`src/design/trnq_pkg.sv`:
```
// types and constants shared by the team radius nearest query block
`default_nettype none

package trnq_pkg;

    localparam int unsigned QUEUE_DEPTH_DEF = 4;
    localparam logic [15:0] MIN_COUNT_RST   = 16'd1;
    localparam logic [15:0] COUNT_MAX       = 16'hFFFF;

    typedef enum logic {
        KIND_QUERY = 1'b0,
        KIND_CAND  = 1'b1
    } trnq_kind_t;

    typedef struct packed {
        trnq_kind_t  kind;
        logic [15:0] idx;
        logic        ally;
        logic        last;
        logic        lpos;
        logic [31:0] sqx;
        logic [31:0] sqy;
    } trnq_entry_t;

    typedef struct packed {
        logic [15:0] cand_index;
        logic        in_radius;
        logic [15:0] ally_count;
        logic        nearest_found;
        logic [15:0] nearest_index;
        logic [32:0] nearest_dist_sq;
        logic        nearest_in_limit;
        logic        count_satisfied;
        logic        done_res;
    } trnq_result_t;

endpackage

`default_nettype wire

```
`src/design/team_radius_nearest_query_top.sv`:
```
// top level of the team radius and nearest ally query block
//
//  channel   direction  handshake          payload
//  request   in         push / full        req_type agent_index team_id pos_x pos_y radius last
//  result    out        empty / pop        cand_index .. done_res, one word per candidate
//  config    in         cfg_we             cfg_wdata = min_count
//
//  one word accepted per cycle while full is low; a candidate passes front stage and queue
//  squaring sits in the front stage, sum, compares and nearest update in the back stage
//  full rises when the queue plus the front stage hold QUEUE_DEPTH words
//  a query word produces no result and passes even while the result is stalled
//  reset clears the asker to index 0, team 0, origin, radius 0, and min_count to 1
`default_nettype none

module team_radius_nearest_query_top
    import trnq_pkg::*;
#(
    parameter int unsigned QUEUE_DEPTH = QUEUE_DEPTH_DEF
) (
    input  wire logic               clk,
    input  wire logic               rst_n,
    input  wire logic               cfg_we,
    input  wire logic [15:0]        cfg_wdata,
    input  wire logic               push,
    output logic                    full,
    input  wire logic               req_type,
    input  wire logic [15:0]        agent_index,
    input  wire logic [7:0]         team_id,
    input  wire logic signed [15:0] pos_x,
    input  wire logic signed [15:0] pos_y,
    input  wire logic signed [15:0] radius,
    input  wire logic               last,
    output logic                    empty,
    input  wire logic               pop,
    output logic [15:0]             cand_index,
    output logic                    in_radius,
    output logic [15:0]             ally_count,
    output logic                    nearest_found,
    output logic [15:0]             nearest_index,
    output logic [32:0]             nearest_dist_sq,
    output logic                    nearest_in_limit,
    output logic                    count_satisfied,
    output logic                    done_res
);

    localparam int unsigned LVL_W = $clog2(QUEUE_DEPTH + 1);

    logic             q_wr;
    trnq_entry_t      q_wdata;
    logic             q_rd;
    logic             q_nonempty;
    trnq_entry_t      q_rdata;
    logic [LVL_W-1:0] q_level;
    logic             res_valid;
    trnq_result_t     res;

    trnq_front #(
        .QUEUE_DEPTH (QUEUE_DEPTH)
    ) u_front (
        .clk         (clk),
        .rst_n       (rst_n),
        .push        (push),
        .full        (full),
        .req_type    (req_type),
        .agent_index (agent_index),
        .team_id     (team_id),
        .pos_x       (pos_x),
        .pos_y       (pos_y),
        .radius      (radius),
        .last        (last),
        .q_level     (q_level),
        .q_wr        (q_wr),
        .q_wdata     (q_wdata)
    );

    trnq_queue #(
        .QUEUE_DEPTH (QUEUE_DEPTH)
    ) u_queue (
        .clk      (clk),
        .rst_n    (rst_n),
        .wr       (q_wr),
        .wdata    (q_wdata),
        .rd       (q_rd),
        .nonempty (q_nonempty),
        .rdata    (q_rdata),
        .level    (q_level)
    );

    trnq_back u_back (
        .clk        (clk),
        .rst_n      (rst_n),
        .cfg_we     (cfg_we),
        .cfg_wdata  (cfg_wdata),
        .q_nonempty (q_nonempty),
        .q_rdata    (q_rdata),
        .q_rd       (q_rd),
        .res_valid  (res_valid),
        .res        (res),
        .res_pop    (pop)
    );

    assign empty            = !res_valid;
    assign cand_index       = res.cand_index;
    assign in_radius        = res.in_radius;
    assign ally_count       = res.ally_count;
    assign nearest_found    = res.nearest_found;
    assign nearest_index    = res.nearest_index;
    assign nearest_dist_sq  = res.nearest_dist_sq;
    assign nearest_in_limit = res.nearest_in_limit;
    assign count_satisfied  = res.count_satisfied;
    assign done_res         = res.done_res;

endmodule

`default_nettype wire

```
`src/design/trnq_front.sv`:
```
// front end: accepts words, holds the asker, classifies and squares
`default_nettype none

module trnq_front
    import trnq_pkg::*;
#(
    parameter int unsigned QUEUE_DEPTH = QUEUE_DEPTH_DEF,
    localparam int unsigned LVL_W      = $clog2(QUEUE_DEPTH + 1)
) (
    input  wire logic               clk,
    input  wire logic               rst_n,
    input  wire logic               push,
    output logic                    full,
    input  wire logic               req_type,
    input  wire logic [15:0]        agent_index,
    input  wire logic [7:0]         team_id,
    input  wire logic signed [15:0] pos_x,
    input  wire logic signed [15:0] pos_y,
    input  wire logic signed [15:0] radius,
    input  wire logic               last,
    input  wire logic [LVL_W-1:0]   q_level,
    output logic                    q_wr,
    output trnq_entry_t             q_wdata
);

    localparam logic [LVL_W:0] DEPTH_V = (LVL_W + 1)'(QUEUE_DEPTH);

    logic        accept;
    logic [15:0] self_index_reg, self_index_next;
    logic [7:0]  self_team_reg, self_team_next;
    logic [15:0] self_x_reg, self_x_next;
    logic [15:0] self_y_reg, self_y_next;

    logic        a_valid_reg;
    trnq_kind_t  a_kind_reg, a_kind_next;
    logic [15:0] a_idx_reg, a_idx_next;
    logic        a_ally_reg, a_ally_next;
    logic        a_last_reg, a_last_next;
    logic        a_lpos_reg, a_lpos_next;
    logic [15:0] a_mx_reg, a_mx_next;
    logic [15:0] a_my_reg, a_my_next;

    logic [16:0] dx;
    logic [16:0] dy;
    logic [16:0] adx;
    logic [16:0] ady;

    assign full   = !(({1'b0, q_level} + {{LVL_W{1'b0}}, a_valid_reg}) < DEPTH_V);
    assign accept = push && !full;

    assign dx  = {self_x_reg[15], self_x_reg} - {pos_x[15], pos_x};
    assign dy  = {self_y_reg[15], self_y_reg} - {pos_y[15], pos_y};
    assign adx = dx[16] ? (17'd0 - dx) : dx;
    assign ady = dy[16] ? (17'd0 - dy) : dy;

    always_comb
    begin
        self_index_next = self_index_reg;
        self_team_next  = self_team_reg;
        self_x_next     = self_x_reg;
        self_y_next     = self_y_reg;
        a_kind_next     = a_kind_reg;
        a_idx_next      = a_idx_reg;
        a_ally_next     = a_ally_reg;
        a_last_next     = a_last_reg;
        a_lpos_next     = a_lpos_reg;
        a_mx_next       = a_mx_reg;
        a_my_next       = a_my_reg;
        if (accept)
        begin
            a_idx_next  = agent_index;
            a_last_next = last;
            if (trnq_kind_t'(req_type) == KIND_QUERY)
            begin
                // query: load asker, carry clamped radius for squaring
                self_index_next = agent_index;
                self_team_next  = team_id;
                self_x_next     = pos_x;
                self_y_next     = pos_y;
                a_kind_next     = KIND_QUERY;
                a_ally_next     = 1'b0;
                a_lpos_next     = (radius > 16'sd0);
                a_mx_next       = (radius > 16'sd0) ? radius : 16'd0;
                a_my_next       = 16'd0;
            end
            else
            begin
                a_kind_next = KIND_CAND;
                a_ally_next = (team_id == self_team_reg) && (agent_index != self_index_reg);
                a_lpos_next = 1'b0;
                a_mx_next   = adx[15:0];
                a_my_next   = ady[15:0];
            end
        end
    end

    always_ff @(posedge clk or negedge rst_n)
    begin
        if (!rst_n)
        begin
            a_valid_reg    <= 1'b0;
            self_index_reg <= '0;
            self_team_reg  <= '0;
            self_x_reg     <= '0;
            self_y_reg     <= '0;
        end
        else
        begin
            a_valid_reg    <= accept;
            self_index_reg <= self_index_next;
            self_team_reg  <= self_team_next;
            self_x_reg     <= self_x_next;
            self_y_reg     <= self_y_next;
        end
    end

    always_ff @(posedge clk)
    begin
        a_kind_reg <= a_kind_next;
        a_idx_reg  <= a_idx_next;
        a_ally_reg <= a_ally_next;
        a_last_reg <= a_last_next;
        a_lpos_reg <= a_lpos_next;
        a_mx_reg   <= a_mx_next;
        a_my_reg   <= a_my_next;
    end

    always_comb
    begin
        q_wr         = a_valid_reg;
        q_wdata.kind = a_kind_reg;
        q_wdata.idx  = a_idx_reg;
        q_wdata.ally = a_ally_reg;
        q_wdata.last = a_last_reg;
        q_wdata.lpos = a_lpos_reg;
        q_wdata.sqx  = a_mx_reg * a_mx_reg;
        q_wdata.sqy  = a_my_reg * a_my_reg;
    end

endmodule

`default_nettype wire

```
`src/design/trnq_queue.sv`:
```
// short queue of classified words between front and back
`default_nettype none

module trnq_queue
    import trnq_pkg::*;
#(
    parameter int unsigned QUEUE_DEPTH = QUEUE_DEPTH_DEF,
    localparam int unsigned PTR_W      = $clog2(QUEUE_DEPTH),
    localparam int unsigned LVL_W      = $clog2(QUEUE_DEPTH + 1)
) (
    input  wire logic         clk,
    input  wire logic         rst_n,
    input  wire logic         wr,
    input  wire trnq_entry_t  wdata,
    input  wire logic         rd,
    output logic              nonempty,
    output trnq_entry_t       rdata,
    output logic [LVL_W-1:0]  level
);

    localparam logic [PTR_W-1:0] PTR_LAST = PTR_W'(QUEUE_DEPTH - 1);

    trnq_entry_t      mem [QUEUE_DEPTH];
    logic [PTR_W-1:0] wptr_reg, wptr_next;
    logic [PTR_W-1:0] rptr_reg, rptr_next;
    logic [LVL_W-1:0] level_reg, level_next;
    logic             do_rd;

    assign nonempty = (level_reg != '0);
    assign do_rd    = rd && nonempty;
    assign rdata    = mem[rptr_reg];
    assign level    = level_reg;

    always_comb
    begin
        wptr_next  = wptr_reg;
        rptr_next  = rptr_reg;
        level_next = level_reg;
        if (wr)
        begin
            wptr_next = (wptr_reg == PTR_LAST) ? '0 : wptr_reg + 1'b1;
        end
        if (do_rd)
        begin
            rptr_next = (rptr_reg == PTR_LAST) ? '0 : rptr_reg + 1'b1;
        end
        if (wr && !do_rd)
        begin
            level_next = level_reg + 1'b1;
        end
        else if (!wr && do_rd)
        begin
            level_next = level_reg - 1'b1;
        end
    end

    always_ff @(posedge clk or negedge rst_n)
    begin
        if (!rst_n)
        begin
            wptr_reg  <= '0;
            rptr_reg  <= '0;
            level_reg <= '0;
        end
        else
        begin
            wptr_reg  <= wptr_next;
            rptr_reg  <= rptr_next;
            level_reg <= level_next;
        end
    end

    always_ff @(posedge clk)
    begin
        if (wr)
        begin
            mem[wptr_reg] <= wdata;
        end
    end

endmodule

`default_nettype wire

```
`src/design/trnq_back.sv`:
```
// back end: count, nearest tracking and the result register
`default_nettype none

module trnq_back
    import trnq_pkg::*;
(
    input  wire logic         clk,
    input  wire logic         rst_n,
    input  wire logic         cfg_we,
    input  wire logic [15:0]  cfg_wdata,
    input  wire logic         q_nonempty,
    input  wire trnq_entry_t  q_rdata,
    output logic              q_rd,
    output logic              res_valid,
    output trnq_result_t      res,
    input  wire logic         res_pop
);

    logic [15:0]  min_count_reg;
    logic [29:0]  limit_sq_reg, limit_sq_next;
    logic         limit_pos_reg, limit_pos_next;
    logic [15:0]  count_reg, count_next;
    logic         best_valid_reg, best_valid_next;
    logic [15:0]  best_index_reg, best_index_next;
    logic [32:0]  best_dist_reg, best_dist_next;
    logic         out_valid_reg, out_valid_next;
    trnq_result_t res_reg, res_next;

    logic         slot_free;
    logic         take;
    logic [32:0]  dsq;
    logic         hit;
    logic         better;

    assign slot_free = !out_valid_reg || res_pop;
    assign take      = q_nonempty && ((q_rdata.kind == KIND_QUERY) || slot_free);
    assign q_rd      = take;

    assign dsq    = {1'b0, q_rdata.sqx} + {1'b0, q_rdata.sqy};
    assign hit    = q_rdata.ally && (dsq <= {3'b000, limit_sq_reg});
    assign better = q_rdata.ally && (!best_valid_reg || (dsq < best_dist_reg) ||
                    ((dsq == best_dist_reg) && (q_rdata.idx < best_index_reg)));

    always_comb
    begin
        limit_sq_next   = limit_sq_reg;
        limit_pos_next  = limit_pos_reg;
        count_next      = count_reg;
        best_valid_next = best_valid_reg;
        best_index_next = best_index_reg;
        best_dist_next  = best_dist_reg;
        out_valid_next  = out_valid_reg && !res_pop;
        res_next        = res_reg;
        if (take)
        begin
            unique case (q_rdata.kind)
                KIND_QUERY:
                begin
                    limit_sq_next   = dsq[29:0];
                    limit_pos_next  = q_rdata.lpos;
                    count_next      = '0;
                    best_valid_next = 1'b0;
                    best_index_next = '0;
                    best_dist_next  = '0;
                end
                KIND_CAND:
                begin
                    if (hit && (count_reg != COUNT_MAX))
                    begin
                        count_next = count_reg + 16'd1;
                    end
                    if (better)
                    begin
                        best_valid_next = 1'b1;
                        best_index_next = q_rdata.idx;
                        best_dist_next  = dsq;
                    end
                    out_valid_next            = 1'b1;
                    res_next.cand_index       = q_rdata.idx;
                    res_next.in_radius        = hit;
                    res_next.ally_count       = count_next;
                    res_next.nearest_found    = best_valid_next;
                    res_next.nearest_index    = best_valid_next ? best_index_next : 16'd0;
                    res_next.nearest_dist_sq  = best_valid_next ? best_dist_next : 33'd0;
                    res_next.nearest_in_limit = best_valid_next && (!limit_pos_reg ||
                                                (best_dist_next <= {3'b000, limit_sq_reg}));
                    res_next.count_satisfied  = (count_next >= min_count_reg);
                    res_next.done_res         = q_rdata.last;
                end
                default:
                begin
                    out_valid_next = out_valid_reg && !res_pop;
                end
            endcase
        end
    end

    always_ff @(posedge clk or negedge rst_n)
    begin
        if (!rst_n)
        begin
            min_count_reg  <= MIN_COUNT_RST;
            limit_sq_reg   <= '0;
            limit_pos_reg  <= 1'b0;
            count_reg      <= '0;
            best_valid_reg <= 1'b0;
            best_index_reg <= '0;
            best_dist_reg  <= '0;
            out_valid_reg  <= 1'b0;
        end
        else
        begin
            if (cfg_we)
            begin
                min_count_reg <= cfg_wdata;
            end
            limit_sq_reg   <= limit_sq_next;
            limit_pos_reg  <= limit_pos_next;
            count_reg      <= count_next;
            best_valid_reg <= best_valid_next;
            best_index_reg <= best_index_next;
            best_dist_reg  <= best_dist_next;
            out_valid_reg  <= out_valid_next;
        end
    end

    always_ff @(posedge clk)
    begin
        res_reg <= res_next;
    end

    assign res_valid = out_valid_reg;
    assign res       = res_reg;

endmodule

`default_nettype wire

```
`config.mk`:
```
export PLATFORM = sky130hd
export DESIGN_NAME = team_radius_nearest_query_top
export DESIGN_NICKNAME = d
export VERILOG_FILES = /design/src/design/trnq_pkg.sv /design/src/design/team_radius_nearest_query_top.sv /design/src/design/trnq_front.sv /design/src/design/trnq_queue.sv /design/src/design/trnq_back.sv
export SDC_FILE = /design/constraint.sdc
export NUM_CORES = 2
export LEC_CHECK = 0
export BUFFER_PORTS_ARGS = -buffer_cell sky130_fd_sc_hd__buf_2
export CORE_MARGIN = 8
export CORE_UTILIZATION = 40
export DETAILED_ROUTE_END_ITERATION = 10
export SLEW_MARGIN = 20
export SYNTH_ARGS = -nofsm -noshare
export SYNTH_HDL_FRONTEND = slang
export SYNTH_SLANG_ARGS = --single-unit
```
`constraint.sdc`:
```
create_clock -name clk -period 12.5 [get_ports clk]
set_clock_uncertainty 0.15 [all_clocks]
set_input_delay 0.625 -clock clk [delete_from_list [all_inputs] [get_ports clk]]
set_output_delay 0.625 -clock clk [all_outputs]
set_load 0.01 [all_outputs]
```
After elaboration in Yosys (flattened, before gate mapping)
Memory sizes are Yosys's and may differ from the RTL's. Index checks and enable logic that the tools add are counted.

Add/sub/neg operators: 11. Multipliers: 2. Div/mod/pow operators: 0. Magnitude comparators: 7. Equal/unequal tests: 6. Shift-type cells: 0. Mux-type cells: 27. Bitwise logic cells: 2. Reduce and logical (&&, ||, !) cells: 29.

Operators with widths (number): $mux 16 (8); $mux 33 (3); $le 33x30->1 (2); $pmux 33 s2 (1); $mul 16x16->32 (2); $pmux 16 s2 (2); $sub 16x16->17 (2); $add 32x32->33 (1); $eq 33x33->1 (1); $lt 33x33->1 (1); $sub 1x16->16 const A (2); $add 16x1->16 const B (1); $ge 16x16->1 (1); $gt 16x1->1 const B (1); $lt 16x16->1 (1); $ne 16x16->1 (1); $ne 16x16->1 const B (1); $logic_and 1x1->1 (12); $eq 8x8->1 (1); $mux 1 (8); $logic_not 1->1 (7); $mux 3 (2); $reduce_and 2->1 (3); $logic_or 1x1->1 (5); other kinds (11) (15).

Register bits: 316. Bits in latches: 0. Memory bits (writable): 336. Bits in read-only memories: 0. Bits of input ports: 95. Output and inout bits: 88. Word-level logic and storage cells: 117. Memories: 1.

Memory list: u_queue.mem (words 4, bits a word 84, read ports 1, clocked after memory_dff 0, wr ports 1, line trnq_queue.sv:23) `trnq_entry_t mem [QUEUE_DEPTH];`.

Longest topological paths before layout
An unclocked memory read counts as a cell.

Word-level depth: 12. Mapped depth: 38. Depth with buffers taken out: 32.

By module
Synthesis repeated with hierarchy kept, for this count alone.

Cells, all modules: 4106. Area, all modules: 46552.1 µm².

Modules (own cells, without submodules): trnq_front (times used 1, cells each 2256, area each 20717.4 µm², sequential area each 2987.9 µm²); trnq_back (times used 1, cells each 1374, area each 13266.5 µm², sequential area each 5436.5 µm²); trnq_queue (times used 1, cells each 475, area each 12564.6 µm², sequential area each 10264.8 µm²); team_radius_nearest_query_top (times used 1, cells each 1, area each 3.8 µm², sequential area each 0.0 µm²).

Least setup slack after synthesis
Ideal clock, no wire load.

Path type: register to register. Start: register u_queue.rptr_reg[0]. End: register u_back.res_reg (netlist bit u_back.res[2]), data pin. Setup time: 0.132 ns. Data arrival time: 8.145 ns. Required time: 12.218 ns. Slack: 4.073 ns. Stages on the path, launching flop included: 38. Path buffers: 6. Clock period less this slack: 8.427 ns. Cell sequence: dfrtp_1 buf_2 clkbuf_1 buf_1 mux4_2 ha_1 a21o_1 a21oi_1 o21a_1 nor4_2 o21ai_0 nor2b_1 o21ai_0 xor2_1 ha_1 a21o_1 a21o_1 a21oi_1 (+2 left out) o21a_1 nor3_1 buf_2 buf_2 buf_2 mux2i_1 inv_1 ha_1 a21o_1 a21o_1 a21oi_1 nor2_1 a2111oi_0 nor2_1 a2111oi_0 o21ai_0 a21oi_1 a41o_1.

Word-level cells in the longest chain between the ends: 12. Elaborated cells between the ends (all ways): 18. Classes of those cells: add/sub (1); order compare (3); eq/ne (1); mux (6); reduce/logical (6); memory (1).

Ends and longest elaborated chain: start, declared (line trnq_queue.sv:25) `logic [PTR_W-1:0] rptr_reg, rptr_next;`; start signal, assigned (line trnq_queue.sv:68) `rptr_reg <= rptr_next;`; $mem_v2 4x84 *; $add 32x32->33 * (line trnq_back.sv:39) `assign dsq = {1'b0, q_rdata.sqx} + {1'b0, q_rdata.sqy};`; via u_back.dsq[18] (line trnq_back.sv:31) `logic [32:0] dsq;`; $lt 33x33->1 / $eq 33x33->1 (equally long branches) (line trnq_back.sv:41, trnq_back.sv:42); $logic_or 1x1->1 / $logic_and 1x1->1 (equally long branches) (line trnq_back.sv:41, trnq_back.sv:42); $logic_or 1x1->1 (line trnq_back.sv:41) `assign better = q_rdata.ally && (!best_valid_reg || (dsq < best_dist_reg) ||`; $logic_and 1x1->1 (line trnq_back.sv:41); $mux 33 (line trnq_back.sv:72) `if (better)`; $mux 33 (line trnq_back.sv:56) `unique case (q_rdata.kind)`; $mux 33 (line trnq_back.sv:54) `if (take)`; $le 33x30->1 (line trnq_back.sv:86) `(best_dist_next <= {3'b000, limit_sq_reg}));`; $logic_or 1x1->1 (line trnq_back.sv:85) `res_next.nearest_in_limit = best_valid_next && (!limit_pos_reg ||`; $logic_and 1x1->1 * (line trnq_back.sv:85); end signal, assigned (line trnq_back.sv:129) `res_reg <= res_next;`; end, declared (line trnq_back.sv:27) `trnq_result_t res_reg, res_next;`.

Mark *: on every way through the listed nets, which the timed path passes. The rest lies on a longest branch. The select of a mux whose other input is x is not followed. A chain may end at the register's enable or synchronous reset.

Final worst setup path
Same ends and word-level chain as after synthesis.

==> results.md <==
CTS:
- After clock tree synthesis, the repair step resized 0 gates.
- For the worst-skew pair, the clock arrives at the later sink with an insertion delay of ~620 ps.
- In this run, CTS created clock tree buffers numbering 71.
- The clock passes through at most 3 buffers.
- Buffers inserted to repair hold after CTS numbered 1.
- The clock slew at the register clock pins of the worst setup and hold paths is about 60 ps.
- The CTS tree is yes.
- The number of setup buffers added after CTS is 0.
- The number of clock sinks seen by CTS is roughly 640.
- CTS placed an instance of sky130_fd_sc_hd__clkbuf_16 at the clock tree root.
- The H-tree generated during clock tree synthesis spans 3 levels.

STA:
- For the pin with the worst max-slew slack, the measured transition is roughly 1100 ps.
- Setup violations remaining at the end of the flow were counted as 0.
- Setup repair after global routing left no endpoint under its margin.
- The total count of hold-check failures in the final report is 0.
- Of the available clock period, the critical path in the final layout requires around three quarters.
- The relative max-transition margin is a little over a quarter.
- Summed over all failing endpoints, the final setup total negative slack is 0 ps.
- The fmax is between 0.1 and 0.15 GHz.
- Counting I/O delays and the setup requirement, the final critical path takes ~9200 ps.
- The total count of max-transition violations in the final report came to 0.

Synthesis:
- The mapped netlist covers approximately 45,000 µm².
- The commonest cells after synthesis are sky130_fd_sc_hd__inv_1, sky130_fd_sc_hd__edfxtp_1, sky130_fd_sc_hd__ha_1.
- The biggest area contributor in the post-synthesis netlist is sky130_fd_sc_hd__edfxtp_1.
- During synthesis, Yosys emitted a total of 0 warnings.
- Synthesis inferred between 600 and 700 register bits.
- The gate count after technology mapping is 3,906.
- In this run, synthesis inferred between 400 and 500 flip-flops with an integrated enable.
- After synthesis, the cell types taking the most area are sky130_fd_sc_hd__edfxtp_1, sky130_fd_sc_hd__fa_1, sky130_fd_sc_hd__ha_1.
- The portion of synthesized cell area occupied by the leading cell type is a little under a third.
- The fraction of registers with async set/reset is 27.6%.
- Of the synthesized area, sequential elements account for slightly above 40%.
- The average instance in the mapped netlist occupies 11.6 µm².
- Among all cell types in the netlist, the one instantiated most often is sky130_fd_sc_hd__inv_1.
- In the synthesized netlist the dominant register cell turns out to be sky130_fd_sc_hd__edfxtp_1.
- Counting every net in the synthesized netlist gives between 4,000 and 5,000.
- Synthesis instantiated 81 different standard cells from the library.

Die:
- From left edge to right edge, the die measures between 300 and 400 µm.
- The standard cell core area is between 100,000 and 150,000 µm².
- The floorplan has approximately 120 rows.
- The count of boundary I/O pins is 183.
- The initial utilization of the core area, before any placement, comes to 40.2%.
- The area enclosed by the die boundary is about 120,000 µm².
- The height of the die is 352 µm.

Placed design:
- The final weighted congestion in routability-driven placement is approximately 0.85.
- During placement, the flow inserted port buffers numbering roughly 180.
- The post-detailed-placement half-perimeter wirelength is between 70,000 and 80,000 µm.

Final layout:
- The antenna diode count is 0.
- The net count of the finished layout is ~4,900.
- The utilization of the core after routing is 44.6%.
- The register with the most flip-flops in the layout has 328 of them.
- The share of cells above drive strength 1 is 11.7%.
- The synthesis-to-layout area growth is 10.8%.
- Counting the fill cells in the layout gives 10,400.

Critical path:
- The origin of the critical flop-to-flop path is u_queue.rptr_reg[0]$_DFFE_PN0P_.
- The worst setup path is launched from a flip-flop.
- The most critical setup path has its startpoint at u_queue.rptr_reg[0]$_DFFE_PN0P_.
- The buffers plus inverters on the worst setup path is 3.
- The endpoint arrival time on the critical path is 9580 ps.
- The register-to-register setup slack is 3270 ps.
- In this run the worst path has a maximum fanout of 47.
- Data on the critical path is required at its endpoint by about 13,000 ps.
- The setup path with the least slack is of type flip-flop to flip-flop.
- In this design, the stage delay of the slowest critical-path cell is roughly 900 ps.
- The kind of end point of the critical path is a flip-flop.
- The kind of cell with the highest combined delay along the critical path is compound AO/OA/AOI/OAI gates.
- For this design, the slowest cell found on the critical path is sky130_fd_sc_hd__dfrtp_4.

Min path:
- The path class of the lowest-slack min-delay path is input port to flip-flop.
- The startpoint of the most critical hold path is cfg_wdata[3].

Run:
- The reported max-cap violation count is 0.

GRT:
- The first global-routing pass estimated roughly 160,000 µm of wire.
- The global-route total usage across every layer is approximately 16%.
- The number of antenna violations at the first check in global routing is 0.
- The total congestion overflow is 0.
- The via count of the first global-routing pass came to just under 30,000.
- The largest net degree at the start of global routing is 87.

Drt:
- Once detail routing completed, the nets flagged for antenna violations numbered 0.
- The length of the first detailed-routing pass in iterations is 5.
- Detailed routing inserted a total of 28,500 vias.
- The detailed-route DRC error count is 0.
- The final wirelength is around 100,000 µm.
- The detailed router finished its first iteration with ~1,800 violations.
- In the final routed layout, each cell accounts on average for 18.1 µm.
- The number of vias per cell after detailed routing is just over 5.

Status:
- The run finished with clean final reports.
## through the flow
stage	worst slack, ps	hold slack (ps)	std cells	cell area, µm²
after floorplan	4070	179	3906	45100
after global placement	3260	316	5497	47700
after detailed placement	3180	324	5497	47700
after CTS	3140	13.6	5626	50000
after global routing	2190	20.5	5626	50000
final	3270	54.6	5626	50000
## per-layer routing
metal / share of wire (%) / global-route usage, %
met5: 0 / 0
met4: 1.6 / 3.18
met3: 4.3 / 2.19
met2: 46 / 26.4
met1: 48 / 23.0
## final timing paths
kind | end | depth (start not counted)
min in group asynchronous | u_back.limit_sq_reg[5]$_DFFE_PN0P_ | 2
max in group asynchronous | u_front.self_index_reg[13]$_DFFE_PN0P_ | 3
worst max-delay path | u_back.res[2]$_DFFE_PP_ | 32
worst max register to register | u_back.res[2]$_DFFE_PP_ | 32
worst min register to register | u_front.self_y_reg[10]$_DFFE_PN0P_ | 2
worst min-delay path | u_back.min_count_reg[3]$_DFFE_PN0P_ | 3
## placed cells by master, fill, tap and decap left out, types with 90 or more instances in the layout
cell type,n
sky130_fd_sc_hd__o21ai_0,158
sky130_fd_sc_hd__nand2_1,283
sky130_fd_sc_hd__and2_1,111
sky130_fd_sc_hd__a21oi_1,130
sky130_fd_sc_hd__xnor2_1,118
sky130_fd_sc_hd__inv_1,634
sky130_fd_sc_hd__dfrtp_1,175
sky130_fd_sc_hd__a21o_1,90
sky130_fd_sc_hd__ha_1,396
sky130_fd_sc_hd__buf_2,181
sky130_fd_sc_hd__nor2_1,196
sky130_fd_sc_hd__fa_1,331
sky130_fd_sc_hd__edfxtp_1,466
## final cells by class
cell class	count	area [µm²]	area share [%]
Clock buffer	86	1860	3.72
Timing Repair Buffer	204	1090	2.17
Clock inverter	42	462	0.923
Inverter	636	2390	4.78
Tap cell	1500	1880	3.75
Sequential cell	644	18500	36.9
Multi-Input combinational cell	2514	23900	47.8
## worst register-to-register path: cells and delay by family (launching register included)
kind | cells | cell delay, ps
muxes | 2 | 900
DFF | 1 | 910
and+or+nand+nor | 8 | 1120
xor gates and xnor gates | 1 | 270
buffers and inverters | 3 | 1140
adders and majority gates | 3 | 1010
AOI/OAI and AO/OA | 15 | 3600
## logic make-up after synthesis
family                   share of synthesized area (%)
AND/OR/NAND/NOR                                   9.15
XOR/XNOR                                          3.55
buffers and inverters                             6.32
flip-flops                                        40.9
AO/OA/AOI/OAI                                     8.26
adder cells (fa/ha/maj)                           25.7
multiplexers                                      6.19
Power is left out: the tool's default activity adds up to more than one toggle a clock period on the data nets, which glitch-free logic cannot reach.
